## config.mk

```make
export PLATFORM = sky130hd
export DESIGN_NAME = midi_note_to_dual_vco_pwm_core
export DESIGN_NICKNAME = d
export VERILOG_FILES = /design/src/sv/mdvco_pkg.sv /design/src/sv/mdvco_keys.sv /design/src/sv/mdvco_pitch.sv /design/src/sv/midi_note_to_dual_vco_pwm_core.sv
export SDC_FILE = /design/constraint.sdc
export NUM_CORES = 1
export LEC_CHECK = 0
export BUFFER_PORTS_ARGS = -buffer_cell sky130_fd_sc_hd__buf_2
export CAP_MARGIN = 20
export CORE_ASPECT_RATIO = 0.7
export CORE_MARGIN = 8
export CORE_UTILIZATION = 35
export CTS_BUF_LIST = sky130_fd_sc_hd__clkbuf_16
export CTS_CLUSTER_DIAMETER = 80
export CTS_CLUSTER_SIZE = 24
export DETAILED_ROUTE_END_ITERATION = 8
export GPL_ROUTABILITY_DRIVEN = 0
export PLACE_DENSITY = 0.5
export SLEW_MARGIN = 10
export SYNTH_ARGS = -nofsm -noshare
export SYNTH_HDL_FRONTEND = slang
export SYNTH_SLANG_ARGS = --single-unit
```

## constraint.sdc

```tcl
create_clock -name clock -period 13.86 [get_ports clock]
set_clock_uncertainty 0.05 [all_clocks]
set_input_delay 2.772 -clock clock [delete_from_list [all_inputs] [get_ports clock]]
set_output_delay 2.772 -clock clock [all_outputs]
set_load 0.01 [all_outputs]
```

## src/sv/mdvco_pkg.sv

```systemverilog
// ----------------------------------------------------------------------------
// mdvco_pkg
// Shared types, codes, constants and helper functions of the MIDI note to
// dual VCO PWM core.
// ----------------------------------------------------------------------------
package mdvco_pkg;

   // held-key table geometry
   localparam int KEY_SLOTS = 8;
   localparam int SLOT_W    = (KEY_SLOTS > 1) ? $clog2(KEY_SLOTS) : 1;

   // field widths
   localparam int NOTE_W     = 7;
   localparam int BYTE_W     = 8;
   localparam int PWM_W      = 16;
   localparam int TAB_W      = 10;
   localparam int TUNE_W     = 10;
   localparam int SHIFT_W    = 3;
   localparam int CSR_IDX_W  = 3;
   localparam int CSR_DATA_W = 10;

   // configuration register indexes
   localparam logic [CSR_IDX_W-1:0] CSR_LISTEN_CHANNEL   = 3'd0;
   localparam logic [CSR_IDX_W-1:0] CSR_VOICE_MODE       = 3'd1;
   localparam logic [CSR_IDX_W-1:0] CSR_OCTAVE_SHIFT_ONE = 3'd2;
   localparam logic [CSR_IDX_W-1:0] CSR_OCTAVE_SHIFT_TWO = 3'd3;
   localparam logic [CSR_IDX_W-1:0] CSR_FINE_TUNE_ONE    = 3'd4;
   localparam logic [CSR_IDX_W-1:0] CSR_FINE_TUNE_TWO    = 3'd5;
   localparam logic [CSR_IDX_W-1:0] CSR_LFO_SYNC_ENABLE  = 3'd6;

   // voice modes (sequencer mode acts as last key)
   localparam logic [1:0] MODE_LAST = 2'd0;
   localparam logic [1:0] MODE_LOW  = 2'd1;
   localparam logic [1:0] MODE_DUAL = 2'd2;
   localparam logic [1:0] MODE_SEQ  = 2'd3;

   // MIDI commands (upper status nibble)
   localparam logic [3:0] CMD_NOTE_OFF = 4'h8;
   localparam logic [3:0] CMD_NOTE_ON  = 4'h9;

   // octave shift codes
   localparam logic [SHIFT_W-1:0] OCT_DOWN_TWO = 3'd0;
   localparam logic [SHIFT_W-1:0] OCT_DOWN_ONE = 3'd1;
   localparam logic [SHIFT_W-1:0] OCT_NONE     = 3'd2;
   localparam logic [SHIFT_W-1:0] OCT_UP_ONE   = 3'd3;
   localparam logic [SHIFT_W-1:0] OCT_UP_TWO   = 3'd4;

   // note range and scale split
   localparam logic [BYTE_W-1:0] NOTE_LOW    = 8'd36;
   localparam logic [BYTE_W-1:0] NOTE_HIGH   = 8'd96;
   localparam logic [NOTE_W-1:0] RANGE_SPLIT = 7'd66;
   localparam logic [PWM_W-1:0]  PWM_RESET   = 16'd270;

   // PWM compare table, four semitones between interpolation points
   localparam logic [TAB_W-1:0] PWM_TABLE [66] = '{
      10'd953, 10'd942, 10'd936, 10'd926, 10'd916, 10'd903, 10'd893, 10'd882,
      10'd866, 10'd850, 10'd838, 10'd822, 10'd810, 10'd790, 10'd772, 10'd753,
      10'd734, 10'd707, 10'd685, 10'd659, 10'd635, 10'd611, 10'd580, 10'd550,
      10'd512, 10'd475, 10'd446, 10'd405, 10'd366, 10'd316, 10'd270, 10'd929,
      10'd919, 10'd909, 10'd900, 10'd888, 10'd873, 10'd859, 10'd844, 10'd831,
      10'd815, 10'd796, 10'd777, 10'd760, 10'd738, 10'd717, 10'd696, 10'd670,
      10'd648, 10'd620, 10'd590, 10'd560, 10'd530, 10'd493, 10'd457, 10'd420,
      10'd382, 10'd335, 10'd290, 10'd245, 10'd200, 10'd160, 10'd120, 10'd80,
      10'd40,  10'd0
   };

   // byte parser phase
   typedef enum logic [1:0] {
      PH_STATUS,
      PH_NOTE,
      PH_VELOCITY
   } parse_phase_type;

   // sequencer states
   typedef enum logic [2:0] {
      ST_IDLE,
      ST_SCAN,
      ST_PITCH_ONE,
      ST_PITCH_TWO,
      ST_PITCH_WAIT,
      ST_DONE
   } fsm_state_type;

   // key table commands
   typedef struct packed {
      logic scan_go;
      logic note_off;
      logic store;
      logic free;
   } key_cmd_type;

   // key table scan results
   typedef struct packed {
      logic              done;
      logic              have_held;
      logic [NOTE_W-1:0] low_note;
      logic [NOTE_W-1:0] high_note;
      logic              free_found;
      logic              match_found;
   } key_stat_type;

   // pitch unit request and result
   typedef struct packed {
      logic                      valid;
      logic                      sel_two;
      logic [SHIFT_W-1:0]        shift;
      logic signed [TUNE_W-1:0]  tune;
      logic [NOTE_W-1:0]         note;
   } pitch_req_type;

   typedef struct packed {
      logic             valid;
      logic             sel_two;
      logic [PWM_W-1:0] pwm;
      logic             range;
   } pitch_rsp_type;

   // octave shift, skipped when the shifted note would leave 36..96
   function automatic logic [NOTE_W-1:0] shift_octave(input logic [SHIFT_W-1:0] sel,
                                                      input logic [NOTE_W-1:0] n);
      logic [NOTE_W-1:0] r;
      r = n;
      unique case (sel)
         OCT_DOWN_TWO: if (n >= 7'd60) r = n - 7'd24;
         OCT_DOWN_ONE: if (n >= 7'd48) r = n - 7'd12;
         OCT_UP_ONE:   if (n <= 7'd84) r = n + 7'd12;
         OCT_UP_TWO:   if (n <= 7'd72) r = n + 7'd24;
         default:      r = n;
      endcase
      return r;
   endfunction

endpackage

```

## src/sv/mdvco_keys.sv

```systemverilog
// ----------------------------------------------------------------------------
// mdvco_keys
// Held-key table: note memory with registered read, used bits, and a scan
// engine that finds the lowest and highest held notes, the first free slot
// and the first slot matching a released note.
// ----------------------------------------------------------------------------
module mdvco_keys import mdvco_pkg::*; (
   input  logic              clock,
   input  logic              reset,
   input  key_cmd_type       cmd,
   input  logic [BYTE_W-1:0] note,
   output key_stat_type      stat
);

   localparam logic [SLOT_W-1:0] LAST_SLOT = SLOT_W'(KEY_SLOTS - 1);

   logic [NOTE_W-1:0]    mem [KEY_SLOTS];
   logic [KEY_SLOTS-1:0] used_ff;
   logic [KEY_SLOTS-1:0] used_in;

   logic [SLOT_W-1:0]    rd_addr_ff;
   logic                 issue_ff;
   logic                 off_ff;
   logic                 proc_valid_ff;
   logic [SLOT_W-1:0]    proc_idx_ff;
   logic [NOTE_W-1:0]    rd_data_ff;
   logic                 done_ff;

   logic                 have_ff;
   logic [NOTE_W-1:0]    low_ff;
   logic [NOTE_W-1:0]    high_ff;
   logic                 free_found_ff;
   logic [SLOT_W-1:0]    free_idx_ff;
   logic                 match_found_ff;
   logic [SLOT_W-1:0]    match_idx_ff;

   // read address sweep, one slot per cycle
   always_ff @(posedge clock) begin
      if (reset) begin
         issue_ff   <= 1'b0;
         rd_addr_ff <= '0;
         off_ff     <= 1'b0;
      end else if (cmd.scan_go) begin
         issue_ff   <= 1'b1;
         rd_addr_ff <= '0;
         off_ff     <= cmd.note_off;
      end else if (issue_ff) begin
         if (rd_addr_ff == LAST_SLOT) begin
            issue_ff <= 1'b0;
         end else begin
            rd_addr_ff <= rd_addr_ff + 1'b1;
         end
      end
   end

   // note memory: registered read, single write port
   always_ff @(posedge clock) begin
      rd_data_ff <= mem[rd_addr_ff];
      if (cmd.store && free_found_ff) begin
         mem[free_idx_ff] <= note[NOTE_W-1:0];
      end
   end

   // read data stage tracking
   always_ff @(posedge clock) begin
      if (reset) begin
         proc_valid_ff <= 1'b0;
         done_ff       <= 1'b0;
      end else begin
         proc_valid_ff <= issue_ff;
         done_ff       <= proc_valid_ff && (proc_idx_ff == LAST_SLOT);
      end
      proc_idx_ff <= rd_addr_ff;
   end

   // used bits: set on store, cleared on release
   always_comb begin
      used_in = used_ff;
      if (cmd.store && free_found_ff) begin
         used_in[free_idx_ff] = 1'b1;
      end
      if (cmd.free && match_found_ff) begin
         used_in[match_idx_ff] = 1'b0;
      end
   end

   always_ff @(posedge clock) begin
      if (reset) begin
         used_ff <= '0;
      end else begin
         used_ff <= used_in;
      end
   end

   // scan accumulators; the first matching slot is left out of low/high
   always_ff @(posedge clock) begin
      if (cmd.scan_go) begin
         have_ff        <= 1'b0;
         low_ff         <= '1;
         high_ff        <= '0;
         free_found_ff  <= 1'b0;
         free_idx_ff    <= '0;
         match_found_ff <= 1'b0;
         match_idx_ff   <= '0;
      end else if (proc_valid_ff) begin
         if (!used_ff[proc_idx_ff]) begin
            if (!free_found_ff) begin
               free_found_ff <= 1'b1;
               free_idx_ff   <= proc_idx_ff;
            end
         end else if (off_ff && !match_found_ff && ({1'b0, rd_data_ff} == note)) begin
            match_found_ff <= 1'b1;
            match_idx_ff   <= proc_idx_ff;
         end else begin
            have_ff <= 1'b1;
            if (!have_ff || (rd_data_ff < low_ff)) begin
               low_ff <= rd_data_ff;
            end
            if (!have_ff || (rd_data_ff > high_ff)) begin
               high_ff <= rd_data_ff;
            end
         end
      end
   end

   assign stat.done        = done_ff;
   assign stat.have_held   = have_ff;
   assign stat.low_note    = low_ff;
   assign stat.high_note   = high_ff;
   assign stat.free_found  = free_found_ff;
   assign stat.match_found = match_found_ff;

endmodule

```

## src/sv/mdvco_pitch.sv

```systemverilog
// ----------------------------------------------------------------------------
// mdvco_pitch
// Three-stage pitch unit: octave shift and table lookup, tune multiply,
// then truncating divide by 512 and add to the base entry.
// ----------------------------------------------------------------------------
module mdvco_pitch import mdvco_pkg::*; (
   input  logic          clock,
   input  logic          reset,
   input  pitch_req_type req,
   output pitch_rsp_type rsp
);

   localparam int DIFF_W = TAB_W + 1;
   localparam int PROD_W = TUNE_W + DIFF_W;
   localparam int DLT_W  = PROD_W - 9;

   logic [NOTE_W-1:0] shifted;
   logic [NOTE_W-1:0] k;
   logic [NOTE_W-1:0] idx_lo;
   logic [NOTE_W-1:0] idx_hi;
   logic [TAB_W-1:0]  tab_lo;
   logic [TAB_W-1:0]  tab_hi;

   logic                     a_valid_ff;
   logic                     a_sel_ff;
   logic                     a_range_ff;
   logic [TAB_W-1:0]         a_base_ff;
   logic signed [DIFF_W-1:0] a_diff_ff;
   logic signed [TUNE_W-1:0] a_tune_ff;

   logic                     b_valid_ff;
   logic                     b_sel_ff;
   logic                     b_range_ff;
   logic [TAB_W-1:0]         b_base_ff;
   logic signed [PROD_W-1:0] b_prod_ff;

   logic signed [PROD_W-1:0] adj;
   logic [DLT_W-1:0]         delta;

   logic                     c_valid_ff;
   logic                     c_sel_ff;
   logic                     c_range_ff;
   logic [PWM_W-1:0]         c_pwm_ff;

   // table index, clamped; mid-scale notes share the 26..30 span
   always_comb begin
      shifted = shift_octave(req.shift, req.note);
      k       = (shifted >= NOTE_LOW[NOTE_W-1:0]) ? shifted - NOTE_LOW[NOTE_W-1:0] : '0;
      if (k > 7'd61) begin
         k = 7'd61;
      end
      if ((k > 7'd26) && (k < 7'd31)) begin
         idx_lo = 7'd26;
         idx_hi = 7'd30;
      end else begin
         idx_lo = k;
         idx_hi = k + 7'd4;
      end
      tab_lo = PWM_TABLE[idx_lo];
      tab_hi = PWM_TABLE[idx_hi];
   end

   // stage A: lookup
   always_ff @(posedge clock) begin
      if (reset) begin
         a_valid_ff <= 1'b0;
      end else begin
         a_valid_ff <= req.valid;
      end
      a_sel_ff   <= req.sel_two;
      a_range_ff <= (shifted > RANGE_SPLIT);
      a_base_ff  <= PWM_TABLE[k];
      a_diff_ff  <= $signed({1'b0, tab_hi}) - $signed({1'b0, tab_lo});
      a_tune_ff  <= req.tune;
   end

   // stage B: multiply
   always_ff @(posedge clock) begin
      if (reset) begin
         b_valid_ff <= 1'b0;
      end else begin
         b_valid_ff <= a_valid_ff;
      end
      b_sel_ff   <= a_sel_ff;
      b_range_ff <= a_range_ff;
      b_base_ff  <= a_base_ff;
      b_prod_ff  <= a_tune_ff * a_diff_ff;
   end

   // stage C: divide by 512 toward zero, add base, wrap
   always_comb begin
      adj   = b_prod_ff + (b_prod_ff[PROD_W-1] ? PROD_W'(511) : PROD_W'(0));
      delta = adj[PROD_W-1:9];
   end

   always_ff @(posedge clock) begin
      if (reset) begin
         c_valid_ff <= 1'b0;
      end else begin
         c_valid_ff <= b_valid_ff;
      end
      c_sel_ff   <= b_sel_ff;
      c_range_ff <= b_range_ff;
      c_pwm_ff   <= PWM_W'(b_base_ff) + {{(PWM_W - DLT_W){delta[DLT_W-1]}}, delta};
   end

   assign rsp.valid   = c_valid_ff;
   assign rsp.sel_two = c_sel_ff;
   assign rsp.pwm     = c_pwm_ff;
   assign rsp.range   = c_range_ff;

endmodule

```

## src/sv/midi_note_to_dual_vco_pwm_core.sv

```systemverilog
// ----------------------------------------------------------------------------
// midi_note_to_dual_vco_pwm_core
// MIDI byte parser and note sequencer driving two VCO PWM compare values.
//
//   channel  ports                         handshake
//   input    req_midi_byte                 start, busy
//   result   rsp_gate_on .. rsp_range_two  rsp_valid strobe, one cycle
//   config   csr_index, csr_data           csr_write_enable
//
// Status and note bytes are accepted while busy stays low.
// A third byte of an ignored message gives its result in the next cycle.
// A note message scans the key memory, one slot per cycle through its read
// port, then may send pitch requests for VCO one and VCO two and wait for
// the second result. Busy stays high through the result cycle.
// Reset is synchronous and needs no clearing pass. Results cannot be stalled.
// ----------------------------------------------------------------------------
module midi_note_to_dual_vco_pwm_core import mdvco_pkg::*; (
   input  logic                  clock,
   input  logic                  reset,
   input  logic                  start,
   output logic                  busy,
   input  logic [BYTE_W-1:0]     req_midi_byte,
   output logic                  rsp_valid,
   output logic                  rsp_gate_on,
   output logic                  rsp_strike,
   output logic                  rsp_lfo_restart,
   output logic [PWM_W-1:0]      rsp_pwm_one,
   output logic [PWM_W-1:0]      rsp_pwm_two,
   output logic                  rsp_range_one,
   output logic                  rsp_range_two,
   input  logic                  csr_write_enable,
   input  logic [CSR_IDX_W-1:0]  csr_index,
   input  logic [CSR_DATA_W-1:0] csr_data
);

   // configuration registers
   logic [3:0]               listen_channel_ff;
   logic [1:0]               voice_mode_ff;
   logic [SHIFT_W-1:0]       octave_shift_one_ff;
   logic [SHIFT_W-1:0]       octave_shift_two_ff;
   logic signed [TUNE_W-1:0] fine_tune_one_ff;
   logic signed [TUNE_W-1:0] fine_tune_two_ff;
   logic                     lfo_sync_enable_ff;

   // parser and voice state
   parse_phase_type   parse_phase_ff;
   logic [BYTE_W-1:0] held_status_ff;
   logic [BYTE_W-1:0] held_note_ff;
   fsm_state_type     state_ff;
   fsm_state_type     state_in;
   logic              gate_ff;
   logic              strike_ff;
   logic              lfo_restart_ff;
   logic [PWM_W-1:0]  pwm_one_ff;
   logic [PWM_W-1:0]  pwm_two_ff;
   logic              range_one_ff;
   logic              range_two_ff;
   logic [NOTE_W-1:0] vco_note_one_ff;
   logic [NOTE_W-1:0] vco_note_two_ff;
   logic [NOTE_W-1:0] vco_note_one_in;
   logic [NOTE_W-1:0] vco_note_two_in;

   logic              accept;
   logic              chan_ok;
   logic              is_on;
   logic              is_off;
   logic              play;
   logic [NOTE_W-1:0] note7;
   logic [NOTE_W-1:0] post_high;
   logic [NOTE_W-1:0] post_low;

   logic              vco_load;
   logic              gate_set;
   logic              gate_clear;
   logic              msg_start;

   key_cmd_type       key_cmd;
   key_stat_type      key_stat;
   pitch_req_type     pitch_req;
   pitch_rsp_type     pitch_rsp;

   assign busy   = (state_ff != ST_IDLE);
   assign accept = start && !busy;

   // configuration writes
   always_ff @(posedge clock) begin
      if (reset) begin
         listen_channel_ff   <= '0;
         voice_mode_ff       <= MODE_LAST;
         octave_shift_one_ff <= OCT_NONE;
         octave_shift_two_ff <= OCT_NONE;
         fine_tune_one_ff    <= '0;
         fine_tune_two_ff    <= '0;
         lfo_sync_enable_ff  <= 1'b0;
      end else if (csr_write_enable) begin
         unique case (csr_index)
            CSR_LISTEN_CHANNEL:   listen_channel_ff   <= csr_data[3:0];
            CSR_VOICE_MODE:       voice_mode_ff       <= csr_data[1:0];
            CSR_OCTAVE_SHIFT_ONE: octave_shift_one_ff <= csr_data[SHIFT_W-1:0];
            CSR_OCTAVE_SHIFT_TWO: octave_shift_two_ff <= csr_data[SHIFT_W-1:0];
            CSR_FINE_TUNE_ONE:    fine_tune_one_ff    <= $signed(csr_data[TUNE_W-1:0]);
            CSR_FINE_TUNE_TWO:    fine_tune_two_ff    <= $signed(csr_data[TUNE_W-1:0]);
            CSR_LFO_SYNC_ENABLE:  lfo_sync_enable_ff  <= csr_data[0];
            default: ;
         endcase
      end
   end

   // byte grouping: status, note, velocity
   always_ff @(posedge clock) begin
      if (reset) begin
         parse_phase_ff <= PH_STATUS;
         held_status_ff <= '0;
         held_note_ff   <= '0;
      end else if (accept) begin
         unique case (parse_phase_ff)
            PH_STATUS: begin
               held_status_ff <= req_midi_byte;
               parse_phase_ff <= PH_NOTE;
            end
            PH_NOTE: begin
               held_note_ff   <= req_midi_byte;
               parse_phase_ff <= PH_VELOCITY;
            end
            default: parse_phase_ff <= PH_STATUS;
         endcase
      end
   end

   // message decode and note selection
   always_comb begin
      note7   = held_note_ff[NOTE_W-1:0];
      chan_ok = (held_status_ff[3:0] == listen_channel_ff);
      is_on   = chan_ok && (held_status_ff[7:4] == CMD_NOTE_ON) &&
                (held_note_ff >= NOTE_LOW) && (held_note_ff <= NOTE_HIGH);
      is_off  = chan_ok && (held_status_ff[7:4] == CMD_NOTE_OFF);
      play    = !((voice_mode_ff == MODE_LOW) && key_stat.have_held &&
                  (held_note_ff > {1'b0, key_stat.low_note}));
      // highest and lowest after the new note is stored
      if (!key_stat.have_held) begin
         post_high = note7;
         post_low  = note7;
      end else if (key_stat.free_found) begin
         post_high = (key_stat.high_note > note7) ? key_stat.high_note : note7;
         post_low  = (key_stat.low_note < note7) ? key_stat.low_note : note7;
      end else begin
         post_high = key_stat.high_note;
         post_low  = key_stat.low_note;
      end
   end

   // sequencer
   always_comb begin
      state_in         = state_ff;
      key_cmd          = '0;
      msg_start        = 1'b0;
      vco_load         = 1'b0;
      gate_set         = 1'b0;
      gate_clear       = 1'b0;
      vco_note_one_in  = note7;
      vco_note_two_in  = note7;
      pitch_req.valid   = 1'b0;
      pitch_req.sel_two = 1'b0;
      pitch_req.shift   = octave_shift_one_ff;
      pitch_req.tune    = fine_tune_one_ff;
      pitch_req.note    = vco_note_one_ff;
      unique case (state_ff)
         ST_IDLE: begin
            if (accept && (parse_phase_ff == PH_VELOCITY)) begin
               msg_start = 1'b1;
               if (is_on || is_off) begin
                  key_cmd.scan_go  = 1'b1;
                  key_cmd.note_off = is_off;
                  state_in         = ST_SCAN;
               end else begin
                  state_in = ST_DONE;
               end
            end
         end
         ST_SCAN: begin
            if (key_stat.done) begin
               state_in = ST_DONE;
               if (is_on) begin
                  key_cmd.store = 1'b1;
                  if (play) begin
                     gate_set = 1'b1;
                     vco_load = 1'b1;
                     state_in = ST_PITCH_ONE;
                     if (voice_mode_ff == MODE_DUAL) begin
                        vco_note_one_in = post_high;
                        vco_note_two_in = post_low;
                     end
                  end
               end else if (key_stat.match_found) begin
                  key_cmd.free = 1'b1;
                  if (!key_stat.have_held) begin
                     gate_clear = 1'b1;
                  end else if (voice_mode_ff == MODE_LOW) begin
                     vco_load        = 1'b1;
                     vco_note_one_in = key_stat.low_note;
                     vco_note_two_in = key_stat.low_note;
                     state_in        = ST_PITCH_ONE;
                  end
               end
            end
         end
         ST_PITCH_ONE: begin
            pitch_req.valid = 1'b1;
            state_in        = ST_PITCH_TWO;
         end
         ST_PITCH_TWO: begin
            pitch_req.valid   = 1'b1;
            pitch_req.sel_two = 1'b1;
            pitch_req.shift   = octave_shift_two_ff;
            pitch_req.tune    = fine_tune_two_ff;
            pitch_req.note    = vco_note_two_ff;
            state_in          = ST_PITCH_WAIT;
         end
         ST_PITCH_WAIT: begin
            if (pitch_rsp.valid && pitch_rsp.sel_two) begin
               state_in = ST_DONE;
            end
         end
         ST_DONE: begin
            state_in = ST_IDLE;
         end
         default: state_in = ST_IDLE;
      endcase
   end

   always_ff @(posedge clock) begin
      if (reset) begin
         state_ff <= ST_IDLE;
      end else begin
         state_ff <= state_in;
      end
   end

   // voice registers
   always_ff @(posedge clock) begin
      if (reset) begin
         gate_ff        <= 1'b0;
         strike_ff      <= 1'b0;
         lfo_restart_ff <= 1'b0;
         pwm_one_ff     <= PWM_RESET;
         pwm_two_ff     <= PWM_RESET;
         range_one_ff   <= 1'b1;
         range_two_ff   <= 1'b1;
      end else begin
         if (msg_start) begin
            strike_ff      <= 1'b0;
            lfo_restart_ff <= 1'b0;
         end
         if (gate_set) begin
            gate_ff        <= 1'b1;
            strike_ff      <= 1'b1;
            lfo_restart_ff <= lfo_sync_enable_ff;
         end
         if (gate_clear) begin
            gate_ff <= 1'b0;
         end
         if (pitch_rsp.valid) begin
            if (pitch_rsp.sel_two) begin
               pwm_two_ff   <= pitch_rsp.pwm;
               range_two_ff <= pitch_rsp.range;
            end else begin
               pwm_one_ff   <= pitch_rsp.pwm;
               range_one_ff <= pitch_rsp.range;
            end
         end
      end
   end

   always_ff @(posedge clock) begin
      if (vco_load) begin
         vco_note_one_ff <= vco_note_one_in;
         vco_note_two_ff <= vco_note_two_in;
      end
   end

   mdvco_keys u_keys (
      .clock (clock),
      .reset (reset),
      .cmd   (key_cmd),
      .note  (held_note_ff),
      .stat  (key_stat)
   );

   mdvco_pitch u_pitch (
      .clock (clock),
      .reset (reset),
      .req   (pitch_req),
      .rsp   (pitch_rsp)
   );

   // result ports
   assign rsp_valid       = (state_ff == ST_DONE);
   assign rsp_gate_on     = gate_ff;
   assign rsp_strike      = strike_ff;
   assign rsp_lfo_restart = lfo_restart_ff;
   assign rsp_pwm_one     = pwm_one_ff;
   assign rsp_pwm_two     = pwm_two_ff;
   assign rsp_range_one   = range_one_ff;
   assign rsp_range_two   = range_two_ff;

   // checks
   a_result_after_velocity: assert property (@(posedge clock) disable iff (reset)
      rsp_valid |-> (parse_phase_ff == PH_STATUS))
      else $error("result outside a completed message");

   a_strike_gate: assert property (@(posedge clock) disable iff (reset)
      rsp_valid && rsp_strike |-> rsp_gate_on)
      else $error("strike without gate");

   a_busy_from_velocity: assert property (@(posedge clock) disable iff (reset)
      $rose(busy) |-> $past(start) && ($past(parse_phase_ff) == PH_VELOCITY))
      else $error("busy raised without a third byte");

   a_pitch_in_window: assert property (@(posedge clock) disable iff (reset)
      pitch_rsp.valid |-> (state_ff == ST_PITCH_TWO) || (state_ff == ST_PITCH_WAIT))
      else $error("pitch result outside pitch phase");

endmodule
```

## Yosys cells after proc, flatten, opt, wreduce, memory -nomap -nowiden

Memories as Yosys holds them, arrays and structs flattened. A register that Yosys moved wholly into a read port is not among the register bits.
Index checks and enable logic that the tools add are counted.

| word-level totals | value |
|---|---|
| register bits | 223 |
| latch bits | 0 |
| bits in writable memories | 56 |
| bits in read-only memories | 3840 |
| output and inout bits | 39 |
| word-level logic and storage cells | 262 |
| memories | 4 |

Memories:

| name | words | bits a word | read ports | clocked after Yosys merged registers in | write ports | RTL line | RTL |
|---|---|---|---|---|---|---|---|
| (no name shown) | 128 | 10 | 1 | 1 | 0 | mdvco_pitch.sv:72 | `a_base_ff <= PWM_TABLE[k];` |
| (no name shown) | 128 | 10 | 1 | 0 | 0 | mdvco_pitch.sv:59 | `tab_lo = PWM_TABLE[idx_lo];` |
| (no name shown) | 128 | 10 | 1 | 0 | 0 | mdvco_pitch.sv:60 | `tab_hi = PWM_TABLE[idx_hi];` |
| u_keys.mem | 8 | 7 | 1 | 1 | 1 | mdvco_keys.sv:17 | `logic [NOTE_W-1:0] mem [KEY_SLOTS];` |

| operators by class | value |
|---|---|
| add/sub/neg operators | 10 |
| multipliers | 1 |
| divide/modulo/power cells | 0 |
| $lt $le $gt $ge | 23 |
| equality and inequality tests | 27 |
| shifts and indexed selects | 0 |
| mux-type cells | 87 |
| bitwise gates (word level) | 11 |
| reduce and logical (&&, ||, !) cells | 51 |

Operators by type and width:

| operator | number |
|---|---|
| 7-bit two-way mux | 27 |
| 10-bit two-way mux | 4 |
| 1-bit two-way mux | 32 |
| 7-bit one-hot mux with 4 select lines | 1 |
| 3-bit two-way mux | 9 |
| 2-bit AND reduction | 13 |
| 3-bit == test, second input constant | 8 |
| 7-bit inverter with 8-bit output | 3 |
| 21-bit by 10-bit adder with 21-bit output | 1 |
| 7-bit by 6-bit greater-or-equal comparator with 1-bit output, second input constant | 3 |
| 10-bit by 11-bit multiplier with 21-bit output | 1 |
| 21-bit two-way mux | 1 |
| 1-bit logical AND | 17 |
| 8-bit greater-or-equal comparator, second input constant | 2 |
| 8-bit two-way mux | 2 |
| 3-bit by 2-bit == test with 1-bit output, second input constant | 5 |
| 3-bit one-hot mux with 5 select lines | 1 |
| 7-bit greater-than comparator | 2 |
| 7-bit less-or-equal comparator, second input constant | 2 |
| 7-bit less-than comparator | 2 |
| 11-bit by 12-bit adder with 13-bit output | 1 |
| 3-bit by 4-bit less-than comparator with 1-bit output, second input constant | 3 |
| 3-bit AND reduction | 4 |
| 10-bit by 10-bit subtractor with 11-bit output | 1 |
| other kinds (40) | 65 |

## Logic depth before layout (Yosys ltp)

| logic depth | value |
|---|---|
| depth in word-level cells | 17 |
| gate-level depth with buffers | 51 |

## Hierarchy

A second synthesis with hierarchy kept.

| second synthesis, totals | value |
|---|---|
| cells, all modules | 2328 |
| area total of the unflattened synthesis | 20851.2 um^2 |

By module, submodules not included:

| module | instances | cells each | area an instance (um^2) |
|---|---|---|---|
| mdvco_pitch | 1 | 1380 | 11364.6 |
| midi_note_to_dual_vco_pwm_core | 1 | 632 | 5163.7 |
| mdvco_keys | 1 | 316 | 4322.9 |

## Least setup slack after synthesis

OpenSTA, ideal clock, no wires.

| path | value |
|---|---|
| path type | register -> register |
| from | reg state_ff[1] |
| to | reg u_pitch.a_diff_ff[9] |
| arrival | 8.202 ns |
| path slack | 5.536 ns |
| stages on the path, launching flop included | 50 |
| buffers on the path | 9 |
| cells stage by stage | dfxtp_1 buf_4 nand3b_2 buf_6 inv_8 buf_6 nor2_1 a21oi_4 inv_2 ha_1 nand3_1 mux2i_1 a211oi_4 xnor2_1 o32ai_1 nor2_1 ha_1 o21a_1 (+14 left out) nand2_1 ha_1 clkbuf_1 clkbuf_1 o21ai_1 o22a_1 a32o_1 ha_1 nor2b_1 o21ai_0 nand2b_1 a21o_1 a21o_1 a21o_1 a21o_1 a21o_1 a21oi_1 xnor2_1 |

| between the ends | value |
|---|---|
| longest elaborated chain between the ends | 17 |
| elaborated cells on any way between the ends | 39 |

Ends and longest elaborated chain:

| what | RTL line | RTL |
|---|---|---|
| start: declaration | midi_note_to_dual_vco_pwm_core.sv:49 | `fsm_state_type state_ff;` |
| start signal: assignment | midi_note_to_dual_vco_pwm_core.sv:235 | `state_ff <= state_in;` |
| 3-bit by 2-bit == test with 1-bit output (*) | midi_note_to_dual_vco_pwm_core.sv:167 | `unique case (state_ff)` |
| 21-bit two-way mux (*) | midi_note_to_dual_vco_pwm_core.sv:167 |  |
| 7-bit by 5-bit adder with 7-bit output, or another cell as far along | mdvco_pkg.sv:127 | `OCT_UP_TWO: if (n <= 7'd72) r = n + 7'd24;` |
| 7-bit two-way mux (on tied branches) | - |  |
| 7-bit one-hot mux with 4 select lines (*) | mdvco_pkg.sv:123 | `unique case (sel)` |
| 7-bit by 6-bit subtractor with 7-bit output or 7-bit by 6-bit greater-or-equal comparator with 1-bit output (tied branches) | mdvco_pitch.sv:48 | `k = (shifted >= NOTE_LOW[NOTE_W-1:0]) ? shifted - NOTE_LOW[NOTE_W-1:0] : '0;` |
| 7-bit two-way mux (*) | mdvco_pitch.sv:48 |  |
| 7-bit by 6-bit greater-than comparator with 1-bit output | mdvco_pitch.sv:49 | `if (k > 7'd61) begin` |
| 7-bit two-way mux (*) | mdvco_pitch.sv:49 |  |
| 7-bit by 5-bit greater-than comparator with 1-bit output or 7-bit by 5-bit less-than comparator with 1-bit output (tied branches) | mdvco_pitch.sv:52 | `if ((k > 7'd26) && (k < 7'd31)) begin` |
| 1-bit logical AND | mdvco_pitch.sv:52 |  |
| 7-bit two-way mux | mdvco_pitch.sv:52 |  |
| 7-bit inverter with 8-bit output (on tied branches) | mdvco_pitch.sv:60, mdvco_pitch.sv:59 |  |
| memory 128 x 10 bit (on tied branches) | - |  |
| 10-bit two-way mux (on tied branches) (2 in a row) | mdvco_pitch.sv:60, mdvco_pitch.sv:59 |  |
| 10-bit by 10-bit subtractor with 11-bit output (*) | mdvco_pitch.sv:73 | `a_diff_ff <= $signed({1'b0, tab_hi}) - $signed({1'b0, tab_lo});` |
| end signal: assignment | mdvco_pitch.sv:73 |  |
| end: declaration | mdvco_pitch.sv:28 | `logic signed [DIFF_W-1:0] a_diff_ff;` |

Mark *: on every way between the ends. The rest lies on a longest branch, timed or not. The select of a mux whose other input is x is not followed.
A chain may end at the register's enable or synchronous reset.

## Final worst setup path

| path | value |
|---|---|
| from | reg state_ff[0] |
| to | reg u_pitch.a_diff_ff[10] |

Same word-level chain as after synthesis.

==> results.yml <==
worst_setup_path:
  crit_type: "reg2reg"
  path_buf_inv: 6
  cp.required_ns: 14.26
  start_kind: "register"
  cpMaxStageDelayCell: "ha_1"
  worstPathMaxFanout: 56
  crit_family: "compound AO/OA/AOI/OAI gates"
  worstSetupEndpointType: "register"
  cpPeakStageDelay_ns: 0.74
  cp.arrival_ns: 10.91
global_routing:
  grt_antenna_before_repair: 3
  grt_usage: 0.174
  grt_start_max_net_pins: 79
  overflow: 0
  grt_pass1_vias: 16100
  grt_pass1_wl_um: 93800
yosys:
  yosysSeqAreaShare: 0.316
  synthFlopType: "dfxtp_1"
  netlist_instances: 2278
  yosysWarnings: 0
  yosys.area.top_type: "dfxtp_1"
  synth_top_area_share: 0.213
  async_flop_share: 0
  synth_edf_count: 70
  synth_area_um2: 20400
  synth_area_leaders: "dfxtp_1, edfxtp_1, fa_1, ha_1, nand2_1"
  synth_nets: 2541
  synth-seq-cells: 287
  synth_area_per_cell_um2: 8.96
  synth_cell_types: 113
clock_network:
  cts_root_buf: "clkbuf_16"
  cts_resized: 0
  clk_latency_ns: 0.54
  htree_num_levels: 1
  postCtsHoldBufs: 0
  clk_pin_slew_worst_paths_ns: 0.09
  cts_sinks: 287
  post_cts.repair.setup_buffers: 0
  cts_buffers: 18
  clock_path_buffers: 3
  cts_tree: "yes"
routing:
  first_pass_iters: 6
  wl_um: 59700
  postRouteAntennaNets: 0
  vias: 16700
  routed_via_density: 5.53
  drtIter0Drc: 1611
  drc_errors: 0
  wl_per_cell_um: 19.8
finish:
  diodes: 0
  multi_input_area_um2: 12700
  drive_above_1_share: 0.0873
  finalNetCount: 2510
  regArea_um2: 6450
  final_cells: 3016
  final.fill_count: 5895
  syn_to_final_growth_pct: 6.95
sta:
  tns_ns: 0
  fin_crit_ns: 10.51
  maxSlewHeadroom: 0.317
  hold_viol: 0
  worst_pin_slew_ns: 1.02
  period_share: 0.758
  rsz0062_at_grt: "no"
  max_freq_mhz: 95.1
  setup_viol: 0
  slew_viol_final: 0
floorplanning:
  io_pins: 64
  die_y_um: 218
  die-width_um: 305
  start_util: 0.352
  die-area_um2: 66400
  rows: 74
  core_area_um2: 58000
worst_hold_path:
  min_path_type: "reg2reg"
run_status:
  outcome: "completed"
placed_design:
  port_buffers: 63
  placedCellCount: 2986
  hpwlAfterDp_um: 44900
job:
  drv_cap: 0
pwr:
  vdd_ir_drop_max_mv: 0.0747
  p_leak_uw: 0.00926
  power.density_nw_per_um2: 103
==> worst paths after layout <==
path	startpoint	cells after the start	slack [ns]	end
max	state_ff[0]	44	3.35	u_pitch.a_diff_ff[10]
min reg2reg	u_pitch.a_base_ff[1]	0	0.28	u_pitch.b_base_ff[1]
max reg2reg	state_ff[0]	44	3.35	u_pitch.a_diff_ff[10]
min	u_pitch.a_base_ff[1]	0	0.28	u_pitch.b_base_ff[1]
==> cell families after synthesis <==
group	count (synthesis)	synth area share
AOI/OAI and AO/OA	510	0.170
muxes	97	0.0594
adders and majority gates	240	0.184
DFF	287	0.316
and+or+nand+nor	772	0.179
xor gates and xnor gates	73	0.0313
buffers and inverters	299	0.0612
==> worst register-to-register path: cells and delay by family, from the launching register on <==
kind / cells / cell delay, ns
AO/OA/AOI/OAI: 19 / 3.49
AND/OR/NAND/NOR: 12 / 2.52
adder cells (fa/ha/maj): 5 / 1.91
buffers and inverters: 6 / 1.63
flip-flops: 1 / 0.62
XOR/XNOR: 1 / 0.14
multiplexers: 1 / 0.13
==> power by group <==
part / internal, uW / total, uW / switching [uW] / leakage (uW)
registers: 936 / 1060 / 119 / 0.00243
logic: 253 / 609 / 356 / 0.00653
clock network: 280 / 593 / 313 / 0.000304
total: 1470 / 2260 / 788 / 0.00926
==> registers in the layout (all words and copies together), names as in the netlist, 8 cells and up <==
register / flops
u_keys.mem: 56
u_pitch.b_prod_ff: 21
rsp_pwm_one: 13
rsp_pwm_two: 13
u_pitch.c_pwm_ff: 13
u_pitch.a_diff_ff: 11
fine_tune_one_ff: 10
fine_tune_two_ff: 10
u_pitch.a_base_ff: 10
u_pitch.a_tune_ff: 10
u_pitch.b_base_ff: 10
held_note_ff: 8
held_status_ff: 8
u_keys.used_ff: 8
==> final cells by class <==
class / count / area share
inverters: 164 / 0.0285
clock buffers: 19 / 0.0218
flip-flops and latches: 287 / 0.295
repair buffers: 84 / 0.0218
well taps: 760 / 0.0435
clock inverters: 10 / 0.00567
multi-input cells: 1692 / 0.584
==> synthesized netlist by cell type, types with 7 or more instances <==
library cell    n
nand3_1        27
and2_1         55
edfxtp_1       70
or3_1           7
xor2_1         19
buf_2          26
nand2b_1       30
o31ai_1        15
a221oi_1        7
o21ai_1        12
buf_6           7
nand3b_1       23
ha_1          137
mux2_2         11
mux2i_1        65
nor2_1        200
buf_4           9
buf_1          16
nor3b_1         7
inv_1         158
o221ai_1        9
nand2_1       288
a31oi_1        13
o22ai_1        12
nand4_1        13
nor2b_1        22
fa_1          101
a21o_1         25
xnor2_1        54
o21ai_0        84
a211oi_1       20
a211o_1        11
a21oi_1       159
nor3_1         48
dfxtp_1       217
mux4_2         16
o211ai_1       23
and3_1         13
o21bai_1       15
clkbuf_1       77
==> metrics by stage <==
stage	hold WS, ns	util	total power (uW)	instance area [um^2]	worst slack [ns]
2_1_floorplan	0.260	-	1480	20400	5.54
6_report	0.283	0.377	2260	21800	3.35
5_1_grt	0.291	0.377	2390	21800	2.54
4_1_cts	0.285	0.377	2270	21800	3.52
3_3_place_gp	0.262	0.366	1670	21200	3.82
3_5_place_dp	0.262	0.366	1670	21200	3.60
==> cell usage in the layout (no fill, tap or decap), drive strengths merged, types with 10 or more instances in the layout <==
master and count:
nand2 291, dfxtp 217, nor2 205, inv 170, a21oi 160, ha 137
fa 101, o21ai 97, buf 84, edfxtp 70, mux2i 67, and2 58
xnor2 54, nor3 48, nand2b 30, nand3 28, o211ai 26, a21o 25
nand3b 24, a211oi 24, nor2b 22, xor2 19, clkbuf 19, mux4 16
o31ai 16, o21bai 15, a31oi 14, mux2 14, nand4 13, and3 13
o22ai 12, a211o 11, o221ai 11, o311ai 11, a221oi 10
==> routing by layer <==
metal	GRT usage	wire length, um
met1	0.267	30300
met2	0.245	23300
met3	0.0386	4850
met4	0.0351	1200
met5	0	27
Note: power is estimated with default switching activity, not from simulation.
